**config.mk**
```make
export PLATFORM = sky130hd
export DESIGN_NAME = batch_slot_placement_policy
export DESIGN_NICKNAME = d
export VERILOG_FILES = /design/src/rtl/bsp_pkg.sv /design/src/rtl/bsp_slot_store.sv /design/src/rtl/batch_slot_placement_policy.sv
export SDC_FILE = /design/constraint.sdc
export NUM_CORES = 1
export LEC_CHECK = 0
export ABC_AREA = 1
export BUFFER_PORTS_ARGS = -buffer_cell sky130_fd_sc_hd__buf_2
export CAP_MARGIN = 10
export CORE_UTILIZATION = 55
export DETAILED_ROUTE_END_ITERATION = 12
export GPL_TIMING_DRIVEN = 0
export PLACE_DENSITY_LB_ADDON = 0.08
export SLEW_MARGIN = 0
export SYNTH_ARGS = -nofsm -noshare
export SYNTH_HDL_FRONTEND = slang
export SYNTH_HIERARCHICAL = 1
export SYNTH_SLANG_ARGS = --single-unit
```
**constraint.sdc**
```tcl
create_clock -name clk -period 10.35 [get_ports clk]
set_input_delay 0.5175 -clock clk [delete_from_list [all_inputs] [get_ports clk]]
set_output_delay 0.5175 -clock clk [all_outputs]
set_load 0.005 [all_outputs]
```
**src/rtl/bsp_pkg.sv**
```systemverilog
package bsp_pkg;

  localparam int NUM_SLOTS_DEF = 8;
  localparam int DATA_W        = 16;
  localparam int SLOT_IDX_W    = 3;

  localparam logic [DATA_W-1:0] CAP_RESET = 16'd4096;

  localparam logic KIND_PLACE = 1'b0;
  localparam logic KIND_FRAME = 1'b1;

  typedef enum logic [1:0] {
    EV_FLUSH      = 2'd0,
    EV_PLACE      = 2'd1,
    EV_REJECT     = 2'd2,
    EV_FRAME_DONE = 2'd3
  } event_t;

  typedef enum logic [2:0] {
    ST_IDLE,
    ST_REJECT,
    ST_SCAN,
    ST_FLUSH,
    ST_PLACE,
    ST_FRD,
    ST_FCHK,
    ST_FDONE
  } state_t;

  typedef struct packed {
    logic [DATA_W-1:0] key;
    logic [DATA_W-1:0] fill;
  } slot_entry_t;

endpackage

```
**src/rtl/bsp_slot_store.sv**
```systemverilog
module bsp_slot_store
  import bsp_pkg::*;
#(
  parameter int  NUM_SLOTS = NUM_SLOTS_DEF,
  localparam int IDX_W     = $clog2(NUM_SLOTS)
) (
  input  logic             clk,
  input  logic             rst_n,
  input  logic             rd_en,
  input  logic [IDX_W-1:0] rd_addr,
  output slot_entry_t      rd_data,
  input  logic             wr_en,
  input  logic [IDX_W-1:0] wr_addr,
  input  slot_entry_t      wr_data
);

  // Entries not yet written since reset read as the empty slot.
  slot_entry_t            slot_mem [NUM_SLOTS];
  slot_entry_t            rd_q_r;
  logic                   rd_ok_r;
  logic [NUM_SLOTS-1:0]   vld_r;

  always_ff @(posedge clk) begin
    if (wr_en) begin
      slot_mem[wr_addr] <= wr_data;
    end
    if (rd_en) begin
      rd_q_r <= slot_mem[rd_addr];
    end
  end

  always_ff @(posedge clk) begin
    if (!rst_n) begin
      vld_r   <= '0;
      rd_ok_r <= 1'b0;
    end else begin
      if (wr_en) begin
        vld_r[wr_addr] <= 1'b1;
      end
      if (rd_en) begin
        rd_ok_r <= vld_r[rd_addr];
      end
    end
  end

  assign rd_data = rd_ok_r ? rd_q_r : '0;

endmodule

```
**src/rtl/batch_slot_placement_policy.sv**
```systemverilog
// Channel   Direction  Handshake               Payload
// in_       input      in_valid / in_ready     kind, request_key, request_bytes
// out_      output     out_valid / out_ready   event_res, slot_index, byte_count,
//                                              slot_key, write_offset, last
// cfg_      input      cfg_wr_en               slot_capacity
//
// One transaction is worked on at a time. A place request that fits the slot capacity scans at
// most NUM_SLOTS entries of the slot store, one entry per cycle, and stops early on a key match;
// one larger than the capacity is rejected. A scan's one or two results then follow. An end of
// frame reads each slot in turn, flushes every slot with a non-zero fill, then sends a closing result.
// Reset is synchronous; the slot store needs no clearing pass after it.
// A result waiting in the output register holds the sequencer before its next result.
module batch_slot_placement_policy
  import bsp_pkg::*;
#(
  parameter int NUM_SLOTS = NUM_SLOTS_DEF
) (
  input  logic                  clk,
  input  logic                  rst_n,
  input  logic                  in_valid,
  output logic                  in_ready,
  input  logic                  in_kind,
  input  logic [DATA_W-1:0]     in_request_key,
  input  logic [DATA_W-1:0]     in_request_bytes,
  output logic                  out_valid,
  input  logic                  out_ready,
  output logic [1:0]            out_event_res,
  output logic [SLOT_IDX_W-1:0] out_slot_index,
  output logic [DATA_W-1:0]     out_byte_count,
  output logic [DATA_W-1:0]     out_slot_key,
  output logic [DATA_W-1:0]     out_write_offset,
  output logic                  out_last,
  input  logic                  cfg_wr_en,
  input  logic [DATA_W-1:0]     cfg_wr_data
);

  localparam int               IDX_W    = $clog2(NUM_SLOTS);
  localparam logic [IDX_W-1:0] LAST_IDX = IDX_W'(NUM_SLOTS - 1);

  state_t              state_r, state_nxt;
  logic [DATA_W-1:0]   cap_r;
  logic [DATA_W-1:0]   key_r, key_nxt;
  logic [DATA_W-1:0]   bytes_r, bytes_nxt;
  logic [IDX_W-1:0]    iss_idx_r, iss_idx_nxt;
  logic                iss_done_r, iss_done_nxt;
  logic                rd_vld_r;
  logic [IDX_W-1:0]    rd_tag_r;
  logic [IDX_W-1:0]    sel_idx_r, sel_idx_nxt;
  logic [DATA_W-1:0]   sel_key_r, sel_key_nxt;
  logic [DATA_W-1:0]   sel_fill_r, sel_fill_nxt;
  logic                match_r, match_nxt;
  logic                found_empty_r, found_empty_nxt;
  logic                flush_nxt;

  logic                out_valid_r;
  event_t              ev_r, ev_nxt;
  logic [IDX_W-1:0]    oidx_r, oidx_nxt;
  logic [DATA_W-1:0]   ocnt_r, ocnt_nxt;
  logic [DATA_W-1:0]   okey_r, okey_nxt;
  logic [DATA_W-1:0]   ooff_r, ooff_nxt;
  logic                olast_r, olast_nxt;
  logic                out_load;
  logic                out_free;

  logic                rd_en;
  slot_entry_t         rd_data;
  logic                wr_en;
  logic [IDX_W-1:0]    wr_addr;
  slot_entry_t         wr_data;

  logic                in_acc;
  logic                scan_hit;
  logic                is_match;
  logic                scan_end;
  logic [DATA_W:0]     need_sum;
  logic [DATA_W-1:0]   place_key;

  bsp_slot_store #(
    .NUM_SLOTS (NUM_SLOTS)
  ) u_store (
    .clk     (clk),
    .rst_n   (rst_n),
    .rd_en   (rd_en),
    .rd_addr (iss_idx_r),
    .rd_data (rd_data),
    .wr_en   (wr_en),
    .wr_addr (wr_addr),
    .wr_data (wr_data)
  );

  assign in_ready  = (state_r == ST_IDLE);
  assign in_acc    = in_valid && in_ready;
  assign out_free  = !out_valid_r || out_ready;
  assign scan_hit  = (state_r == ST_SCAN) && rd_vld_r;
  assign is_match  = (rd_data.key == key_r);
  assign scan_end  = scan_hit && (is_match || (rd_tag_r == LAST_IDX));
  assign need_sum  = {1'b0, bytes_r} + {1'b0, rd_data.fill};
  assign place_key = match_r ? sel_key_r : key_r;

  always_comb begin
    state_nxt = state_r;
    unique case (state_r)
      ST_IDLE: begin
        if (in_acc) begin
          if (in_kind == KIND_FRAME) begin
            state_nxt = ST_FRD;
          end else if (in_request_bytes > cap_r) begin
            state_nxt = ST_REJECT;
          end else begin
            state_nxt = ST_SCAN;
          end
        end
      end
      ST_REJECT: begin
        if (out_free) begin
          state_nxt = ST_IDLE;
        end
      end
      ST_SCAN: begin
        if (scan_end) begin
          state_nxt = flush_nxt ? ST_FLUSH : ST_PLACE;
        end
      end
      ST_FLUSH: begin
        if (out_free) begin
          state_nxt = ST_PLACE;
        end
      end
      ST_PLACE: begin
        if (out_free) begin
          state_nxt = ST_IDLE;
        end
      end
      ST_FRD: begin
        state_nxt = ST_FCHK;
      end
      ST_FCHK: begin
        if (rd_data.fill == '0 || out_free) begin
          state_nxt = (iss_idx_r == LAST_IDX) ? ST_FDONE : ST_FRD;
        end
      end
      ST_FDONE: begin
        if (out_free) begin
          state_nxt = ST_IDLE;
        end
      end
      default: state_nxt = ST_IDLE;
    endcase
  end

  always_comb begin
    key_nxt         = key_r;
    bytes_nxt       = bytes_r;
    iss_idx_nxt     = iss_idx_r;
    iss_done_nxt    = iss_done_r;
    sel_idx_nxt     = sel_idx_r;
    sel_key_nxt     = sel_key_r;
    sel_fill_nxt    = sel_fill_r;
    match_nxt       = match_r;
    found_empty_nxt = found_empty_r;
    flush_nxt       = 1'b0;
    rd_en           = 1'b0;
    wr_en           = 1'b0;
    wr_addr         = sel_idx_r;
    wr_data         = '{key: place_key, fill: sel_fill_r + bytes_r};
    out_load        = 1'b0;
    ev_nxt          = ev_r;
    oidx_nxt        = oidx_r;
    ocnt_nxt        = ocnt_r;
    okey_nxt        = okey_r;
    ooff_nxt        = ooff_r;
    olast_nxt       = olast_r;

    unique case (state_r)
      ST_IDLE: begin
        if (in_acc) begin
          key_nxt         = in_request_key;
          bytes_nxt       = in_request_bytes;
          iss_idx_nxt     = '0;
          iss_done_nxt    = 1'b0;
          match_nxt       = 1'b0;
          found_empty_nxt = 1'b0;
        end
      end
      ST_REJECT: begin
        if (out_free) begin
          out_load  = 1'b1;
          ev_nxt    = EV_REJECT;
          oidx_nxt  = '0;
          ocnt_nxt  = bytes_r;
          okey_nxt  = key_r;
          ooff_nxt  = '0;
          olast_nxt = 1'b1;
        end
      end
      ST_SCAN: begin
        if (!iss_done_r) begin
          rd_en = 1'b1;
          if (iss_idx_r == LAST_IDX) begin
            iss_done_nxt = 1'b1;
          end else begin
            iss_idx_nxt = iss_idx_r + 1'b1;
          end
        end
        if (scan_hit) begin
          if (is_match) begin
            match_nxt    = 1'b1;
            sel_idx_nxt  = rd_tag_r;
            sel_key_nxt  = rd_data.key;
            sel_fill_nxt = rd_data.fill;
          end else if (rd_tag_r == '0) begin
            sel_idx_nxt  = rd_tag_r;
            sel_key_nxt  = rd_data.key;
            sel_fill_nxt = rd_data.fill;
          end else if (!found_empty_r &&
                       (rd_data.fill > sel_fill_r || rd_data.fill == '0)) begin
            sel_idx_nxt     = rd_tag_r;
            sel_key_nxt     = rd_data.key;
            sel_fill_nxt    = rd_data.fill;
            found_empty_nxt = (rd_data.fill == '0);
          end
          if (is_match) begin
            flush_nxt = need_sum > {1'b0, cap_r};
          end else begin
            flush_nxt = !found_empty_nxt;
          end
        end
      end
      ST_FLUSH: begin
        if (out_free) begin
          out_load     = 1'b1;
          ev_nxt       = EV_FLUSH;
          oidx_nxt     = sel_idx_r;
          ocnt_nxt     = sel_fill_r;
          okey_nxt     = sel_key_r;
          ooff_nxt     = '0;
          olast_nxt    = 1'b0;
          sel_fill_nxt = '0;
        end
      end
      ST_PLACE: begin
        if (out_free) begin
          out_load  = 1'b1;
          wr_en     = 1'b1;
          ev_nxt    = EV_PLACE;
          oidx_nxt  = sel_idx_r;
          ocnt_nxt  = bytes_r;
          okey_nxt  = place_key;
          ooff_nxt  = sel_fill_r;
          olast_nxt = 1'b1;
        end
      end
      ST_FRD: begin
        rd_en = 1'b1;
      end
      ST_FCHK: begin
        if (rd_data.fill != '0 && out_free) begin
          out_load  = 1'b1;
          wr_en     = 1'b1;
          wr_addr   = iss_idx_r;
          wr_data   = '{key: rd_data.key, fill: '0};
          ev_nxt    = EV_FLUSH;
          oidx_nxt  = iss_idx_r;
          ocnt_nxt  = rd_data.fill;
          okey_nxt  = rd_data.key;
          ooff_nxt  = '0;
          olast_nxt = 1'b0;
        end
        if ((rd_data.fill == '0 || out_free) && iss_idx_r != LAST_IDX) begin
          iss_idx_nxt = iss_idx_r + 1'b1;
        end
      end
      ST_FDONE: begin
        if (out_free) begin
          out_load  = 1'b1;
          ev_nxt    = EV_FRAME_DONE;
          oidx_nxt  = '0;
          ocnt_nxt  = '0;
          okey_nxt  = '0;
          ooff_nxt  = '0;
          olast_nxt = 1'b1;
        end
      end
      default: begin
      end
    endcase
  end

  always_ff @(posedge clk) begin
    if (!rst_n) begin
      state_r       <= ST_IDLE;
      cap_r         <= CAP_RESET;
      iss_done_r    <= 1'b0;
      rd_vld_r      <= 1'b0;
      match_r       <= 1'b0;
      found_empty_r <= 1'b0;
      out_valid_r   <= 1'b0;
    end else begin
      state_r       <= state_nxt;
      iss_done_r    <= iss_done_nxt;
      rd_vld_r      <= rd_en;
      match_r       <= match_nxt;
      found_empty_r <= found_empty_nxt;
      if (cfg_wr_en) begin
        cap_r <= cfg_wr_data;
      end
      if (out_load) begin
        out_valid_r <= 1'b1;
      end else if (out_ready) begin
        out_valid_r <= 1'b0;
      end
    end
  end

  always_ff @(posedge clk) begin
    key_r      <= key_nxt;
    bytes_r    <= bytes_nxt;
    iss_idx_r  <= iss_idx_nxt;
    rd_tag_r   <= iss_idx_r;
    sel_idx_r  <= sel_idx_nxt;
    sel_key_r  <= sel_key_nxt;
    sel_fill_r <= sel_fill_nxt;
    ev_r       <= ev_nxt;
    oidx_r     <= oidx_nxt;
    ocnt_r     <= ocnt_nxt;
    okey_r     <= okey_nxt;
    ooff_r     <= ooff_nxt;
    olast_r    <= olast_nxt;
  end

  assign out_valid        = out_valid_r;
  assign out_event_res    = ev_r;
  assign out_slot_index   = SLOT_IDX_W'(oidx_r);
  assign out_byte_count   = ocnt_r;
  assign out_slot_key     = okey_r;
  assign out_write_offset = ooff_r;
  assign out_last         = olast_r;

  a_write_with_result: assert property (@(posedge clk) disable iff (!rst_n)
    wr_en |-> out_load)
    else $error("slot store written without a result transaction");

  a_last_ends_item: assert property (@(posedge clk) disable iff (!rst_n)
    (out_load && olast_nxt) |=> (state_r == ST_IDLE))
    else $error("final result did not return the sequencer to idle");

  a_oversize_rejected: assert property (@(posedge clk) disable iff (!rst_n)
    (in_acc && in_kind == KIND_PLACE && in_request_bytes > cap_r)
      |=> (state_r == ST_REJECT))
    else $error("oversize request not rejected");

  a_empty_victim_fill: assert property (@(posedge clk) disable iff (!rst_n)
    (found_empty_r && !match_r) |-> (sel_fill_r == '0))
    else $error("empty slot chosen with a non-zero fill");

endmodule
```
==> flow_summary.ini <==
[sta]
worst_pin_slew_ns = 1.259
setup_viol = 0
clock_skew_ns = 0.04111
hold_viol = 0
rsz0062_at_grt = no
fin_tns_setup_ns = 0
fin_crit_sh = 0.4489
period_needed_ns = 4.646
slew_viol_final = 0
fmax_mhz = 215.2
slew_headroom = 0.1519

[hold_path]
hold_class = in -> reg

[critical_path]
r2r_setup_slack_ns = 5.70
critPathMaxStageDelay_ns = 0.66
cp_slowest_cell = nor2_4
crit_path_end_kind = register
path_cells = clkbuf_1 -> clkbuf_1 -> nand2_1 -> inv_1 -> nor4_1 -> nand4_1 -> nand2_1 -> nor2_4 -> inv_2 -> clkbuf_1 -> o21ai_0 -> nand2_1 -> nor2_4 -> buf_16
worstSetupPathType = reg -> reg
cp.arrival_ns = 4.94
cp.required_ns = 10.64
path_max_fanout = 17
crit_path_start_kind = register

[outcome]
status = completed

[die]
die_h_um = 196.3
dieWidth_um = 196.3
dieArea_mm2 = 0.03855
core_mm2 = 0.03687
start_util = 0.5634
io-pin-count = 110
row_count = 70

[routing]
drtIter0Drc = 1382
ant_nets = 0
routedWlPerCell_um = 20.83
num_vias = 15260
viasPerCell = 5.679
drt_pre_antenna_iters = 6
route.detailed.drc = 0
drt_wl_total_um = 55970

[global_routing]
gr-usage-all-layers = 0.2941
grt_pass1_wl_um = 84090
antenna_found_initial = 0
first_global_vias = 14380
grt_max_degree = 35
grt.overflow.total = 0

[clock_tree]
h-tree-depth = 2
clk_latency_ns = 0.60
tritoncts = done
path_clk_slew_ns = 0.06
numCtsBuffers = 47
post_cts_buffers = 0
cts_resized = 0
cts.sinks = 448
hold_buffers = 0
clock_path_buffers = 3
root_buffer = clkbuf_16

[synthesis]
synth_area_mm2 = 0.02077
synth_ff_type = edfxtp_1
synthTopCellsByArea = edfxtp_1 (60%), nand2_1 (7.7%), ha_1 (4.9%), nor2_1 (4.5%), o21ai_0 (3.7%)
synth_cell_type_count = 49
syn_area_per_cell_um2 = 10.51
async_reset_ff_frac = 0
syn_inst = 1976
ys_seq_elements = 448
synth-edff-count = 412
netlist.area_leader.share = 0.5956
synth_warnings = 6
ys_seq_area_frac = 0.6302
syn-num-nets = 2113
yosys.area.top_type = edfxtp_1
yosysMostFrequentCell = nand2_1
netlist_top_cells_count = nand2_1 (425), edfxtp_1 (412), nor2_1 (247), inv_1 (183), o21ai_0 (153)

[pwr]
ir_drop_v = 0.0001546
p_per_area_mw_per_mm2 = 299.8
leakage_nw = 9.414

[cells_and_area]
n_antenna_cell = 0
fillerInstances = 2886
fin_area_mm2 = 0.02380
syn_to_final_growth_pct = 14.59
final_cells = 2687
fin_nets = 2283
drive_gt1_frac = 0.1209

[placed_design]
place.gp.congestion = 0.9261
placed_area_mm2 = 0.02230
numPortBuffers = 109
dp_hpwl_um = 39460
place_inst = 2601

[flow_run]
max_cap_violations = 0
## state kept, by name, indices dropped and copies added, names as in the netlist, 2 cells and up
signal            count
u_store/slot_mem    256
u_store/rd_q_r       32
bytes_r              16
cap_r                16
key_r                16
out_byte_count       16
out_slot_key         16
out_write_offset     16
sel_fill_r           16
sel_key_r            16
u_store/vld_r         8
iss_idx_r             3
out_slot_index        3
rd_tag_r              3
sel_idx_r             3
state_r               3
out_event_res         2
## placed cells by master, fill, tap and decap left out, types with 31 or more instances in the layout
cell type	netlist	final
dfxtp_1	36	36
a21oi_1	85	85
buf_2	24	133
nand3_1	31	31
edfxtp_1	412	412
clkbuf_1	32	46
o22ai_1	64	64
ha_1	81	81
o21ai_1	38	38
clkbuf_16	0	47
inv_1	183	183
nand2_1	425	424
nor2_1	247	235
o21ai_0	153	153
## critical path: cells and delay by family (launching register included)
family / cells / cell delay (ns)
simple gates: 7 / 1.86
flops: 1 / 0.30
compound gates: 1 / 0.54
buf+inv: 6 / 1.60
## area by class of cell
| cell class | instances | area, µm² | area share |
|---|---|---|---|
| sequential | 448 | 13090 | 0.5500 |
| multi-input combinational | 1255 | 6565 | 0.2758 |
| clock buffer | 62 | 1242 | 0.05219 |
| timing repair buffer | 121 | 809.5 | 0.03401 |
| inverter | 195 | 739.5 | 0.03106 |
| tap | 504 | 630.6 | 0.02649 |
| buffer | 78 | 460.4 | 0.01934 |
| clock inverter | 24 | 264.0 | 0.01109 |
## metal layers
layer	up-vias	part of all wire	GRT usage
li1	7177	-	-
met1	7234	0.42	0.4110
met2	739	0.47	0.4727
met3	110	0.085	0.04175
met4	0	0.030	0.1047
met5	-	0	0
## cells by family after synthesis
group | after synthesis | synth area share
AO/OA/AOI/OAI | 384 | 0.1031
XOR/XNOR | 29 | 0.01223
adder cells (fa/ha/maj) | 83 | 0.05071
buffers and inverters | 273 | 0.05776
flip-flops | 448 | 0.6302
AND/OR/NAND/NOR | 759 | 0.1459
## power breakdown
part / leakage, nW / switching, mW / internal [mW] / total [mW]
Sequential: 4.07 / 0.143 / 2.63 / 2.78
Clock: 0.733 / 0.699 / 0.951 / 1.65
Combinational: 4.61 / 1.89 / 0.818 / 2.71
## stage by stage
step                      hold WS [ns]  total power [mW]  worst slack [ns]  utilization
after floorplan                 0.3964             4.467             6.431            -
after global placement          0.4374             5.394             3.974       0.5953
after detailed placement        0.4357             5.481             5.823       0.6047
after CTS                      0.07408             7.135             5.761       0.6456
after global routing           0.08503             7.531             5.271       0.6456
final                          0.09905             7.138             5.704       0.6456
## final timing paths
path,startpoint,end,cells past startpoint
worst min register to register,iss_idx_r[2],rd_tag_r[2],0
worst min-delay path,in_request_key[11],key_r[11],1
worst max-delay path,u_store/rd_ok_r,u_store/slot_mem[7][27],14
worst max register to register,u_store/rd_ok_r,u_store/slot_mem[7][27],14
Power figures use the tool's default switching activity.
